### config.mk
export PLATFORM = sky130hd
export DESIGN_NAME = wrg_update
export DESIGN_NICKNAME = d
export VERILOG_FILES = /design/src/design/wrg_pkg.sv /design/src/design/wrg_update.sv
export SDC_FILE = /design/constraint.sdc
export NUM_CORES = 1
export LEC_CHECK = 0
export ABC_CLOCK_PERIOD_IN_PS = 12900
export BUFFER_PORTS_ARGS = -buffer_cell sky130_fd_sc_hd__buf_2
export CORE_AREA = 10 10 196 198
export DETAILED_ROUTE_END_ITERATION = 12
export DIE_AREA = 0 0 206 208
export PLACE_DENSITY_LB_ADDON = 0.1
export REMOVE_ABC_BUFFERS = 1
export SLEW_MARGIN = 30
export SYNTH_ARGS = -nofsm -noshare
export SYNTH_HDL_FRONTEND = slang
export SYNTH_SLANG_ARGS = --single-unit
### constraint.sdc
create_clock -name clk -period 12.9 [get_ports clk]
set_input_delay 1.935 -clock clk [delete_from_list [all_inputs] [get_ports clk]]
set_output_delay 1.935 -clock clk [all_outputs]
set_load 0.005 [all_outputs]
### src/design/wrg_pkg.sv
// shared constants, types and helpers for the water ripple grid block
// no dependencies
`default_nettype none

package wrg_pkg;

    localparam int GRID_SIZE  = 64;
    localparam int GRID_W     = $clog2(GRID_SIZE);
    localparam int CELL_COUNT = GRID_SIZE * GRID_SIZE;
    localparam int ADDR_W     = $clog2(CELL_COUNT);

    localparam int COORD_W    = 6;
    localparam int HEIGHT_W   = 16;
    localparam int DAMP_W     = 8;
    localparam int DZ_W       = 15;
    localparam int CFG_W      = 15;
    localparam int CFG_IDX_W  = 2;
    localparam int REQ_W      = 2;

    localparam logic [CFG_IDX_W-1:0] REG_DAMPING   = 2'd0;
    localparam logic [CFG_IDX_W-1:0] REG_DEAD_ZONE = 2'd1;

    localparam logic [REQ_W-1:0] REQ_STEP    = 2'd0;
    localparam logic [REQ_W-1:0] REQ_PERTURB = 2'd1;
    localparam logic [REQ_W-1:0] REQ_READ    = 2'd2;
    localparam logic [REQ_W-1:0] REQ_CLEAR   = 2'd3;

    localparam logic [DAMP_W-1:0] DAMPING_RESET   = 8'd218;
    localparam logic [DZ_W-1:0]   DEAD_ZONE_RESET = 15'd10;

    localparam logic [HEIGHT_W-1:0] HEIGHT_POS_MAX = 16'h7FFF;
    localparam logic [HEIGHT_W-1:0] HEIGHT_NEG_MAX = 16'h8000;

    typedef logic [ADDR_W-1:0] addr_t;
    typedef logic [HEIGHT_W-1:0] height_t;

    typedef struct packed {
        logic  load_row;
        logic  load_vert;
        addr_t addr;
    } upd_ctrl_t;

    typedef struct packed {
        logic    valid;
        addr_t   addr;
        height_t data;
    } grid_wr_t;

    function automatic addr_t cell_addr(input addr_t row, input addr_t col);
        addr_t full;
        full = row * ADDR_W'(GRID_SIZE) + col;
        return full;
    endfunction

endpackage

`default_nettype wire

### src/design/wrg_update.sv
// per-cell height update: neighbor window, damping product, rounding,
// saturation and dead zone; depends on wrg_pkg
`default_nettype none

module wrg_update (
    input  wire logic                        clk,
    input  wire logic                        rst_n,
    input  wire wrg_pkg::upd_ctrl_t          ctrl,
    input  wire wrg_pkg::height_t            newest_rd0,
    input  wire wrg_pkg::height_t            newest_rd1,
    input  wire wrg_pkg::height_t            older_rd,
    input  wire logic [wrg_pkg::DAMP_W-1:0]  damping,
    input  wire logic [wrg_pkg::DZ_W-1:0]    dead_zone,
    output wrg_pkg::grid_wr_t                wr
);

    localparam int HW      = wrg_pkg::HEIGHT_W;
    localparam int D_W     = HW + 3;
    localparam int P_W     = D_W + wrg_pkg::DAMP_W + 1;
    localparam int SHIFT   = 9;
    localparam int Q_W     = P_W - SHIFT;

    wrg_pkg::height_t left_reg, center_reg, up_reg, down_reg, old_reg;
    wrg_pkg::addr_t   hold_addr_reg, wr_addr_reg;
    logic             calc_reg, wr_valid_reg;
    logic signed [P_W-1:0] p_reg;

    logic signed [D_W-1:0] d_sum;
    logic signed [P_W-1:0] p_next;
    logic                  neg;
    logic [P_W-1:0]        mag;
    logic [P_W-1:0]        q_full;
    logic [Q_W-1:0]        q;
    wrg_pkg::height_t      lim, qs, h;
    logic                  kill;

    function automatic logic signed [D_W-1:0] sx(input wrg_pkg::height_t v);
        return $signed({{(D_W-HW){v[HW-1]}}, v});
    endfunction

    always_comb
    begin
        d_sum  = sx(up_reg) + sx(down_reg) + sx(left_reg) + sx(newest_rd0)
               - (sx(old_reg) <<< 1);
        p_next = P_W'(d_sum) * $signed({{(P_W-wrg_pkg::DAMP_W){1'b0}}, damping});
    end

    always_comb
    begin
        neg    = p_reg[P_W-1];
        mag    = neg ? P_W'(-p_reg) : P_W'(p_reg);
        q_full = mag + P_W'(256);
        q      = q_full[P_W-1:SHIFT];
        lim    = neg ? wrg_pkg::HEIGHT_NEG_MAX : wrg_pkg::HEIGHT_POS_MAX;
        qs     = (q > Q_W'(lim)) ? lim : q[HW-1:0];
        kill   = qs < {1'b0, dead_zone};
        h      = kill ? '0 : (neg ? HW'(-qs) : qs);
    end

    always_ff @(posedge clk or negedge rst_n)
    begin
        if (!rst_n)
        begin
            calc_reg     <= 1'b0;
            wr_valid_reg <= 1'b0;
        end
        else
        begin
            calc_reg     <= ctrl.load_vert;
            wr_valid_reg <= calc_reg;
        end
    end

    always_ff @(posedge clk)
    begin
        if (ctrl.load_row)
        begin
            left_reg   <= newest_rd0;
            center_reg <= newest_rd1;
        end
        else if (calc_reg)
        begin
            left_reg   <= center_reg;
            center_reg <= newest_rd0;
        end
        if (ctrl.load_vert)
        begin
            up_reg        <= newest_rd0;
            down_reg      <= newest_rd1;
            old_reg       <= older_rd;
            hold_addr_reg <= ctrl.addr;
        end
        if (calc_reg)
        begin
            p_reg       <= p_next;
            wr_addr_reg <= hold_addr_reg;
        end
    end

    assign wr.valid = wr_valid_reg;
    assign wr.addr  = wr_addr_reg;
    assign wr.data  = h;

endmodule

`default_nettype wire

==> results.md, run 1 <==
* Outcome: finished, final reports clean
* Cell taking the most area after synthesis: edfxtp_1
* GRT Overall Usage at 16.0%
* Gate Count Post-Synth at 1561
* Share of the synthesized area in the top cell type at 25.9%
* Maximum fanout along the worst path at 16
* Root Buffer: clkbuf_16
* Via/cell ratio at 5.18
* Num ports at 116
* Worst Hold Class: register to register
* Initial antenna violation count at 0
* Pin count of the biggest net entering global routing at 49
* Routed vias at 10952
* Clk Latency, worst-skew pair at 0.44 ns
* WL final at 32800 um
* Num CTS Buffers at 17
* Most common cell after layout, fill and taps aside: inv_1
* Post-CTS setup buffer count at 0
* Crit share post-route at 82.5%
* Gr ovfl total at 0
* CP endpoint kind: output pin
* DRT iter0 DRCs at 468
* # rows at 68
* Critical Path AT at 8.71 ns
* Hold path cells at 0
* Critical path's slowest cell: nor3_4
* Number of global-route vias before repair at 11975
* Path depth of the worst reg2reg path at 30
* # resized after CTS at 0
* Number of flip-flops in the largest register at 28
* Setup Viol. Count Final at 0
* Critical path required time at 10.97 ns
* H-tree depth at 4
* CTS Hold Bufs at 0
* Final ANT Viol Nets at 0
* Detailed Place HPWL at 25800 um
* Flop-to-flop setup slack at 4.07 ns
* Max_cap viols at 0
* Crit-path max cell delay at 0.66 ns
* Syn Area/Cell at 9.82 sq um
* Share of cells above drive strength 1 at 14.0%
* Routed WL per cell at 15.5 um
* Antenna fix cells at 0
* Post-route cell area at 16900 sq um
* Pre-CTS setup slack at 2.30 ns
* Final nets at 2011
* Synth top area cells: edfxtp_1 (26%), fa_1 (22%), ha_1 (8.8%)
* Hold_sp: hold_addr_reg[0]
* Drt first pass iters at 5
* Top FF cell, synth: edfxtp_1
* Least-Margin Pin Slew at 0.896 ns
* Unique masters post-synth at 95
* Synth warn at 0
* Post-synthesis cell area at 15300 sq um
* CP most frequent cell: ha_1
* Async SR Flop Fraction at 1.49%
* TritonCTS clock tree: built
* Deepest clock path buffer count at 2
* Final WS setup at 2.25 ns
* Crit path kind: register to output pin
* Slew HR at 40.1%
* Final hold vios at 0
* Sequential share of the synthesized area at 26.2%
* Crit path launch: p_reg[7]
* Area delta synth->final at 10.3%
* Final Wtd Congestion at 0.856
* Die width at 206 um
* Initial Util at 44.6%
* First-pass GRT wire length at 57300 um
* Final Critical Period at 10.65 ns
* Startpoint Class: register
* Reg-to-Reg Start: old_reg[1]
* EDFF count, synth at 132
* Full die area at 42800 sq um
* Commonest non-fill, non-tap cells in the layout: inv_1 (298), fa_1 (171), edfxtp_1 (132)
* Core footprint at 34400 sq um
* Setup TNS at 0 ns
* Pins Over Slew Limit at 0
* Final-layout fill cell count at 3286
* Worst hold slack at 0.417 ns
* RSZ-0062 raised after global routing: false
* Clk_skew at 0.0150 ns
* Clock sinks at 134
* #FFs+latches synth at 134
* Port Buffers at 115
* DR DRC count at 0
* Clock slew at reported path FFs at 0.07 ns
* Placed cell area at 16300 sq um
* FMAX at 0.0939 GHz
* Die Y at 208 um
final timing paths:
path | endpoint
min in group asynchronous | calc_reg
worst max-delay path | wr[15]
worst max register to register | p_reg[26]
worst min-delay path | wr_addr_reg[0]
worst min register to register | wr_addr_reg[0]
max in group asynchronous | calc_reg
cell type report:
type	instances	area, sq um	area share (%)
Multi-Input combinational cell	1069	9940	58.9
Clock inverter	15	183	1.08
Inverter	301	1130	6.69
Tap cell	455	569	3.37
Sequential cell	134	4020	23.8
Timing Repair Buffer	122	628	3.72
Clock buffer	17	425	2.52
cell usage after synthesis, types with 4 or more instances:
library cell and number:
o2111ai_1 4, nor2b_1 7, and4_1 5, or4_1 4, and2_1 82, nand2_1 110, and3_1 14, xor2_1 23
o21bai_1 5, nand2b_1 10, ha_1 108, buf_1 5, inv_1 298, clkbuf_1 45, a211oi_1 12, or3_1 11
o21ai_0 45, fa_1 171, a21oi_1 60, nand3_1 41, mux2_2 29, a211oi_2 5, nor3_1 32, edfxtp_1 132
a21o_1 17, buf_2 4, o31ai_1 6, mux2i_1 4, o311ai_0 8, o21a_1 5, or2_2 11, nor2_1 54
nand4_1 11, a31oi_1 14, a311oi_1 10, nor4_1 7, xnor2_1 39, nand3b_1 13, o211ai_1 7, nor3b_1 6
metrics by stage:
step | util, % | cells
after floorplan | - | 1504
after global placement | 47.4 | 2081
after detailed placement | 47.4 | 2081
after CTS | 49.2 | 2113
after global routing | 49.2 | 2113
final | 49.2 | 2113
routing by layer:
metal | vias to the layer above | part of all wire, % | GRT usage, % | routed length (um)
li1 | 5432 | - | - | -
met3 | 27 | 2.6 | 2.24 | 854
met2 | 126 | 50 | 28.5 | 16500
met1 | 5367 | 46 | 19.8 | 15000
met5 | - | 0 | 0 | 0
met4 | 0 | 1.2 | 3.96 | 404
critical path: cells and delay by family (launching register included):
family          cells  cell delay (ns)
xor+xnor            1             0.13
simple gates       14             3.70
fa+ha+maj           3             0.86
compound gates     11             2.88
buf+inv             2             0.27
flops               1             0.43
logic make-up after synthesis:
group | synth area share (%)
buffers and inverters | 8.92
DFF | 26.2
AOI/OAI and AO/OA | 12.0
xor gates and xnor gates | 3.86
muxes | 2.39
adders and majority gates | 31.2
and+or+nand+nor | 15.5
Power of run 1 is not shown: default switching activity piles up to over one toggle a cycle in this logic, so the estimate is an artifact.
==> run 2: changes to the inputs <==
ABC_CLOCK_PERIOD_IN_PS = 9300   (was 12900)
clock period = 9.3 ns   (was 12.9 ns; I/O delays follow)
==> run 2 against run 1 <==
Clock skew decreased by 0.0023 ns. Design area increased by 7.0%. First-iteration DRC count increased by 31%. Non-clock buffer count increased by 128. Worst hold slack improved by 0.0031 ns. Core utilization increased by 3.5 points. Cell count increased by 6.1%. Highest routed layer unchanged. Critical path type unchanged. Die area unchanged. Count of clock-buffer cells in the layout unchanged. Global-route usage increased by 0.28 points.
==> results.md, run 2 (synthesis results as in run 1) <==
* Outcome: finished, final reports clean
* Deepest clock path buffer count at 2 (unchanged)
* Worst hold slack at 0.420 ns (+0.00312 ns)
* WL final at 33600 um (+2.5%)
* Num ports at 116 (unchanged)
* Clock sinks at 134 (unchanged)
* Area of the multi-input gates at 10200 sq um (+2.3%)
* Clk_skew at 0.0127 ns (-0.00234 ns)
* Post-Layout Cell Count at 2241 (+6.1%)
* Initial Util at 44.6% (unchanged)
* Antenna fix cells at 0 (unchanged)
* RSZ-0062 raised after global routing: true
* Register area at 4020 sq um (unchanged)
* Gr ovfl total at 0 (unchanged)
* Final Wtd Congestion at 0.837 (-2.2%)
* Commonest non-fill, non-tap cells in the layout: inv_1 (298), fa_1 (171), edfxtp_1 (132), buf_4 (132), buf_2 (115)
* Crit path kind: register to output pin
* Clk Latency, worst-skew pair at 0.44 ns (about the same)
* DRT iter0 DRCs at 613 (+31%)
* CTS Hold Bufs at 0 (unchanged)
* Grt met2 use at 28.0% (-0.56 points)
* Max_cap viols at 0 (unchanged)
* Final hold vios at 0 (unchanged)
* H-tree depth at 4 (unchanged)
* First-pass GRT wire length at 58400 um (+2.0%)
* Root Buffer: clkbuf_16
* GR Util met1 at 21.1% (+1.3 points)
* Drt first pass iters at 5 (unchanged)
* Startpoint Class: register
* Crit share post-route at 96.0%
* Setup TNS at 0 ns (unchanged)
* Die Y at 208 um (unchanged)
* Worst Hold Class: register to register
* Critical path's slowest cell: or4_4
* Final nets at 2139 (+6.4%)
* Core footprint at 34400 sq um (unchanged)
* Pin count of the biggest net entering global routing at 50 (+2.0%)
* Final ANT Viol Nets at 0 (unchanged)
* TritonCTS clock tree: built
* CP endpoint kind: output pin
* Number of global-route vias before repair at 12142 (+1.4%)
* Die width at 206 um (unchanged)
* Critical Path AT at 7.53 ns (-1.18 ns)
* Area delta synth->final at 18.0%
* DR DRC count at 0 (unchanged)
* Routed vias at 11475 (+4.8%)
* Critical path required time at 7.91 ns (-3.06 ns)
* Port Buffers at 115 (unchanged)
* Maximum fanout along the worst path at 18 (+2)
* Routed WL per cell at 15.0 um (-3.4%)
* Gr busiest metal: met2
* Least-Margin Pin Slew at 0.843 ns (-0.0537 ns)
* Via/cell ratio at 5.12 (-1.2%)
* Full die area at 42800 sq um (unchanged)
* # rows at 68 (unchanged)
* Pins Over Slew Limit at 0 (unchanged)
* Initial antenna violation count at 0 (unchanged)
* Crit-path max cell delay at 0.58 ns (-0.08 ns)
* Slew HR at 43.8% (+3.7 points)
* Detailed Place HPWL at 26600 um (+2.8%)
* Placed cell count at 2195 (+5.5%)
* Final Critical Period at 8.93 ns
* Share of cells above drive strength 1 at 22.1% (+8.1 points)
* Final WS setup at 0.372 ns (-1.88 ns)
* Pre-CTS setup slack at -0.354 ns (-2.65 ns)
* GRT Overall Usage at 16.3% (+0.28 points)
* Setup Viol. Count Final at 0 (unchanged)
* Met3 GRT Util at 2.08% (-0.16 points)
* Final-layout fill cell count at 3242 (-1.3%)
* Num CTS Buffers at 17 (unchanged)
* Number of flip-flops in the largest register at 28 (unchanged)
* FMAX at 0.112 GHz
* Most common cell after layout, fill and taps aside: inv_1
* Clock slew at reported path FFs at 0.07 ns (about the same)
run 2: timing repair:
item	CTS	global route
gates resized for setup	0	55
setup endpoints to repair	0	26
buffers inserted	0	13
run 2: worst max-delay path, delay by kind of cell (launching register included):
family	cells	cell delay, ns
compound gates	8	1.96
xor+xnor	1	0.14
fa+ha+maj	3	0.79
buf+inv	5	0.70
flops	1	0.43
simple gates	15	3.09
run 2: final cells by class:
class / count / share of cell area [%]
well taps: 455 / 3.15
multi-input cells: 1069 / 56.2
repair buffers: 250 / 8.97
clock inverters: 15 / 0.823
clock buffers: 17 / 2.35
flip-flops and latches: 134 / 22.2
inverters: 301 / 6.25
run 2: per-stage QoR:
stage,area [sq um],utilization [%]
global placement,17200,49.9
CTS,17700,51.6
global route,18100,52.6
finish,18100,52.6
floorplan,15100,-
detailed placement,17200,49.9
run 2: metal layers:
layer / share of wire, % / vias to the layer above
met3: 2.6 / 37
met2: 49 / 173
met1: 47 / 5580
li1: - / 5685
met5: 0 / -
met4: 1.4 / 0
run 2: worst paths after layout:
| check | to | cells after the start | startpoint | slack [ns] |
|---|---|---|---|---|
| worst min register to register | wr_addr_reg[0] | 0 | hold_addr_reg[0] | 0.42 |
| worst min-delay path | wr_addr_reg[0] | 0 | hold_addr_reg[0] | 0.42 |
| max in group asynchronous | calc_reg | 1 | rst_n | 8.45 |
| worst max register to register | p_reg[25] | 31 | left_reg[2] | 1.14 |
| min in group asynchronous | wr_valid_reg | 1 | rst_n | 0.73 |
| worst max-delay path | wr[14] | 32 | p_reg[4] | 0.37 |
Power of run 2 is left out for the same reason.
==> run 3: changes to the inputs <==
CAP_MARGIN = 20   (was default)
CORE_AREA = 10 10 234 236   (was 10 10 196 198)
DIE_AREA = 0 0 244 246   (was 0 0 206 208)
==> run 3 against run 2 <==
Maximum frequency increased by 0.24%. Flip-flop and latch count is the same. Non-clock buffer count up 31. Die area rose by 40%. Cell count increased by 11%. Worst hold slack lost 0.0023 ns. Count of clock-buffer cells in the layout increased by 1. Largest cell class unchanged.
==> results.md, run 3 (synthesis results as in run 1) <==
* # rows at 82 (+21%)
* Setup Viol. Count Final at 0 (unchanged)
* Routed WL per cell at 14.6 um (-2.8%)
* Final Wtd Congestion at 0.801 (-4.3%)
* Number of global-route vias before repair at 12201 (+0.49%)
* Clk_skew at 0.00932 ns (-0.00338 ns)
* Initial Util at 30.7% (-14 points)
* Max_cap viols at 0 (unchanged)
* Placed cell area at 17700 sq um (+3.1%)
* Clk Latency, worst-skew pair at 0.44 ns (about the same)
* Startpoint Class: input port
* Final nets at 2170 (+1.4%)
* TritonCTS clock tree: built
* DR DRC count at 0 (unchanged)
* Root Buffer: clkbuf_16
* CP endpoint kind: register
* DRT iter0 DRCs at 421 (-31%)
* Final Critical Period at 8.91 ns (-0.0212 ns)
* Die Y at 246 um (+18%)
* First-pass GRT wire length at 61100 um (+4.6%)
* Critical path's slowest cell: fa_1
* Crit share post-route at 95.8% (-0.23 points)
* Reg-to-Reg Start: old_reg[1]
* Initial antenna violation count at 0 (unchanged)
* Maximum fanout along the worst path at 6 (-12)
* Area of the multi-input gates at 10200 sq um (-0.18%)
* Final WS setup at 0.394 ns (+0.0212 ns)
* Detailed Place HPWL at 29200 um (+9.9%)
* Register area at 4020 sq um (about the same)
* CP endpoint: p_reg[26]
* CP most frequent cell: fa_1
* Final-layout fill cell count at 5182 (+60%)
* Final hold vios at 0 (unchanged)
* Commonest non-fill, non-tap cells in the layout: inv_1 (297), fa_1 (171), buf_4 (164)
* Pre-CTS setup slack at -0.455 ns (-0.102 ns)
* Worst hold slack at 0.417 ns (-0.00233 ns)
* Outcome: finished, final reports clean
* Drt first pass iters at 4 (-1)
* Via/cell ratio at 4.58 (-11%)
* Final ANT Viol Nets at 0 (unchanged)
* Setup TNS at 0 ns (unchanged)
* Clock sinks at 134 (unchanged)
* CTS Hold Bufs at 0 (unchanged)
* Routed vias at 11398 (-0.67%)
* Crit path launch: newest_rd0[2]
* Number of flip-flops in the largest register at 28 (unchanged)
* Crit-path max cell delay at 0.58 ns (about the same)
* FF-to-FF End: p_reg[26]
* GRT Overall Usage at 12.3% (-4.0 points)
* Share of cells above drive strength 1 at 23.4% (+1.3 points)
* Pins Over Slew Limit at 0 (unchanged)
* Gr ovfl total at 0 (unchanged)
* Crit path kind: input port to register
* Die width at 244 um (+18%)
* Deepest clock path buffer count at 2 (unchanged)
* Num CTS Buffers at 17 (unchanged)
* Clock slew at reported path FFs at 0.06 ns (about the same)
* Slew HR at 40.1% (-3.7 points)
* Critical path required time at 9.61 ns (+1.70 ns)
* WL final at 36200 um (+7.9%)
* Least-Margin Pin Slew at 0.898 ns (+0.0555 ns)
* FMAX at 0.112 GHz (+0.24%)
* Antenna fix cells at 0 (unchanged)
* Most common cell after layout, fill and taps aside: inv_1
* Port Buffers at 115 (unchanged)
* Area delta synth->final at 21.0%
* Pin count of the biggest net entering global routing at 62 (+24%)
* Path depth of the worst reg2reg path at 32 (+3.2%)
* Hold_sp: hold_addr_reg[4]
* Worst Hold Class: register to register
* Num ports at 116 (unchanged)
* Full die area at 60000 sq um (+40%)
* Critical Path AT at 9.21 ns (+1.68 ns)
* Flop-to-flop setup slack at 1.14 ns (about the same)
* Post-route cell area at 18500 sq um (+2.6%)
* H-tree depth at 4 (unchanged)
* Core footprint at 49900 sq um (+45%)
==> run 3: changes by cell type in the layout (fill, tap and decap cells not counted), moves of 3 or more <==
cell / change
o21ai_0: +4
inv_6: -4
nor3_2: +3
o21ai_1: -4
inv_8: -4
clkinvlp_4: +5
buf_4: +32
==> run 3: cell type report <==
type,count,area share [%]
clock inverters,14,0.810
inverters,301,6.09
multi-input cells,1069,54.7
flip-flops and latches,134,21.7
clock buffers,18,2.31
repair buffers,281,9.86
well taps,672,4.53
==> run 3: critical path, delay by kind of cell <==
family | cells | cell delay, ns
compound gates | 11 | 1.77
simple gates | 4 | 0.71
fa+ha+maj | 9 | 4.33
buf+inv | 10 | 0.99
==> run 3: per-stage QoR <==
stage	util, %	std cells
floorplan	-	1504
global placement	35.5	2448
detailed placement	35.5	2448
CTS	36.7	2480
global route	37.2	2489
finish	37.2	2489
==> run 3: worst min path at each step <==
stage	to	slack, ns	cells after the start
6_report	wr_addr_reg[4]	0.42	0
5_1_grt	wr_addr_reg[11]	0.42	0
4_1_cts	wr_addr_reg[4]	0.41	0
3_5_place_dp	wr_addr_reg[0]	0.41	0
3_3_place_gp	wr_addr_reg[0]	0.40	0
2_1_floorplan	wr_addr_reg[0]	0.40	0
==> run 3: what timing repair did <==
| item | in CTS | in global routing |
|---|---|---|
| gates cloned | 0 | 1 |
| setup buffers | 0 | 8 |
| pin swaps | 0 | 26 |
| setup endpoints to repair | 16 | 25 |
| resized for setup | 5 | 49 |
==> run 3: routing by layer <==
layer	routed length [um]	share of wire (%)	global-route usage, %	up-vias
li1	-	-	-	5758
met1	16600	46	15.3	5470
met2	18200	50	21.9	138
met3	825	2.3	1.55	32
met4	697	1.9	4.11	0
met5	0	0	0	-
Power of run 3 is left out for the same reason.
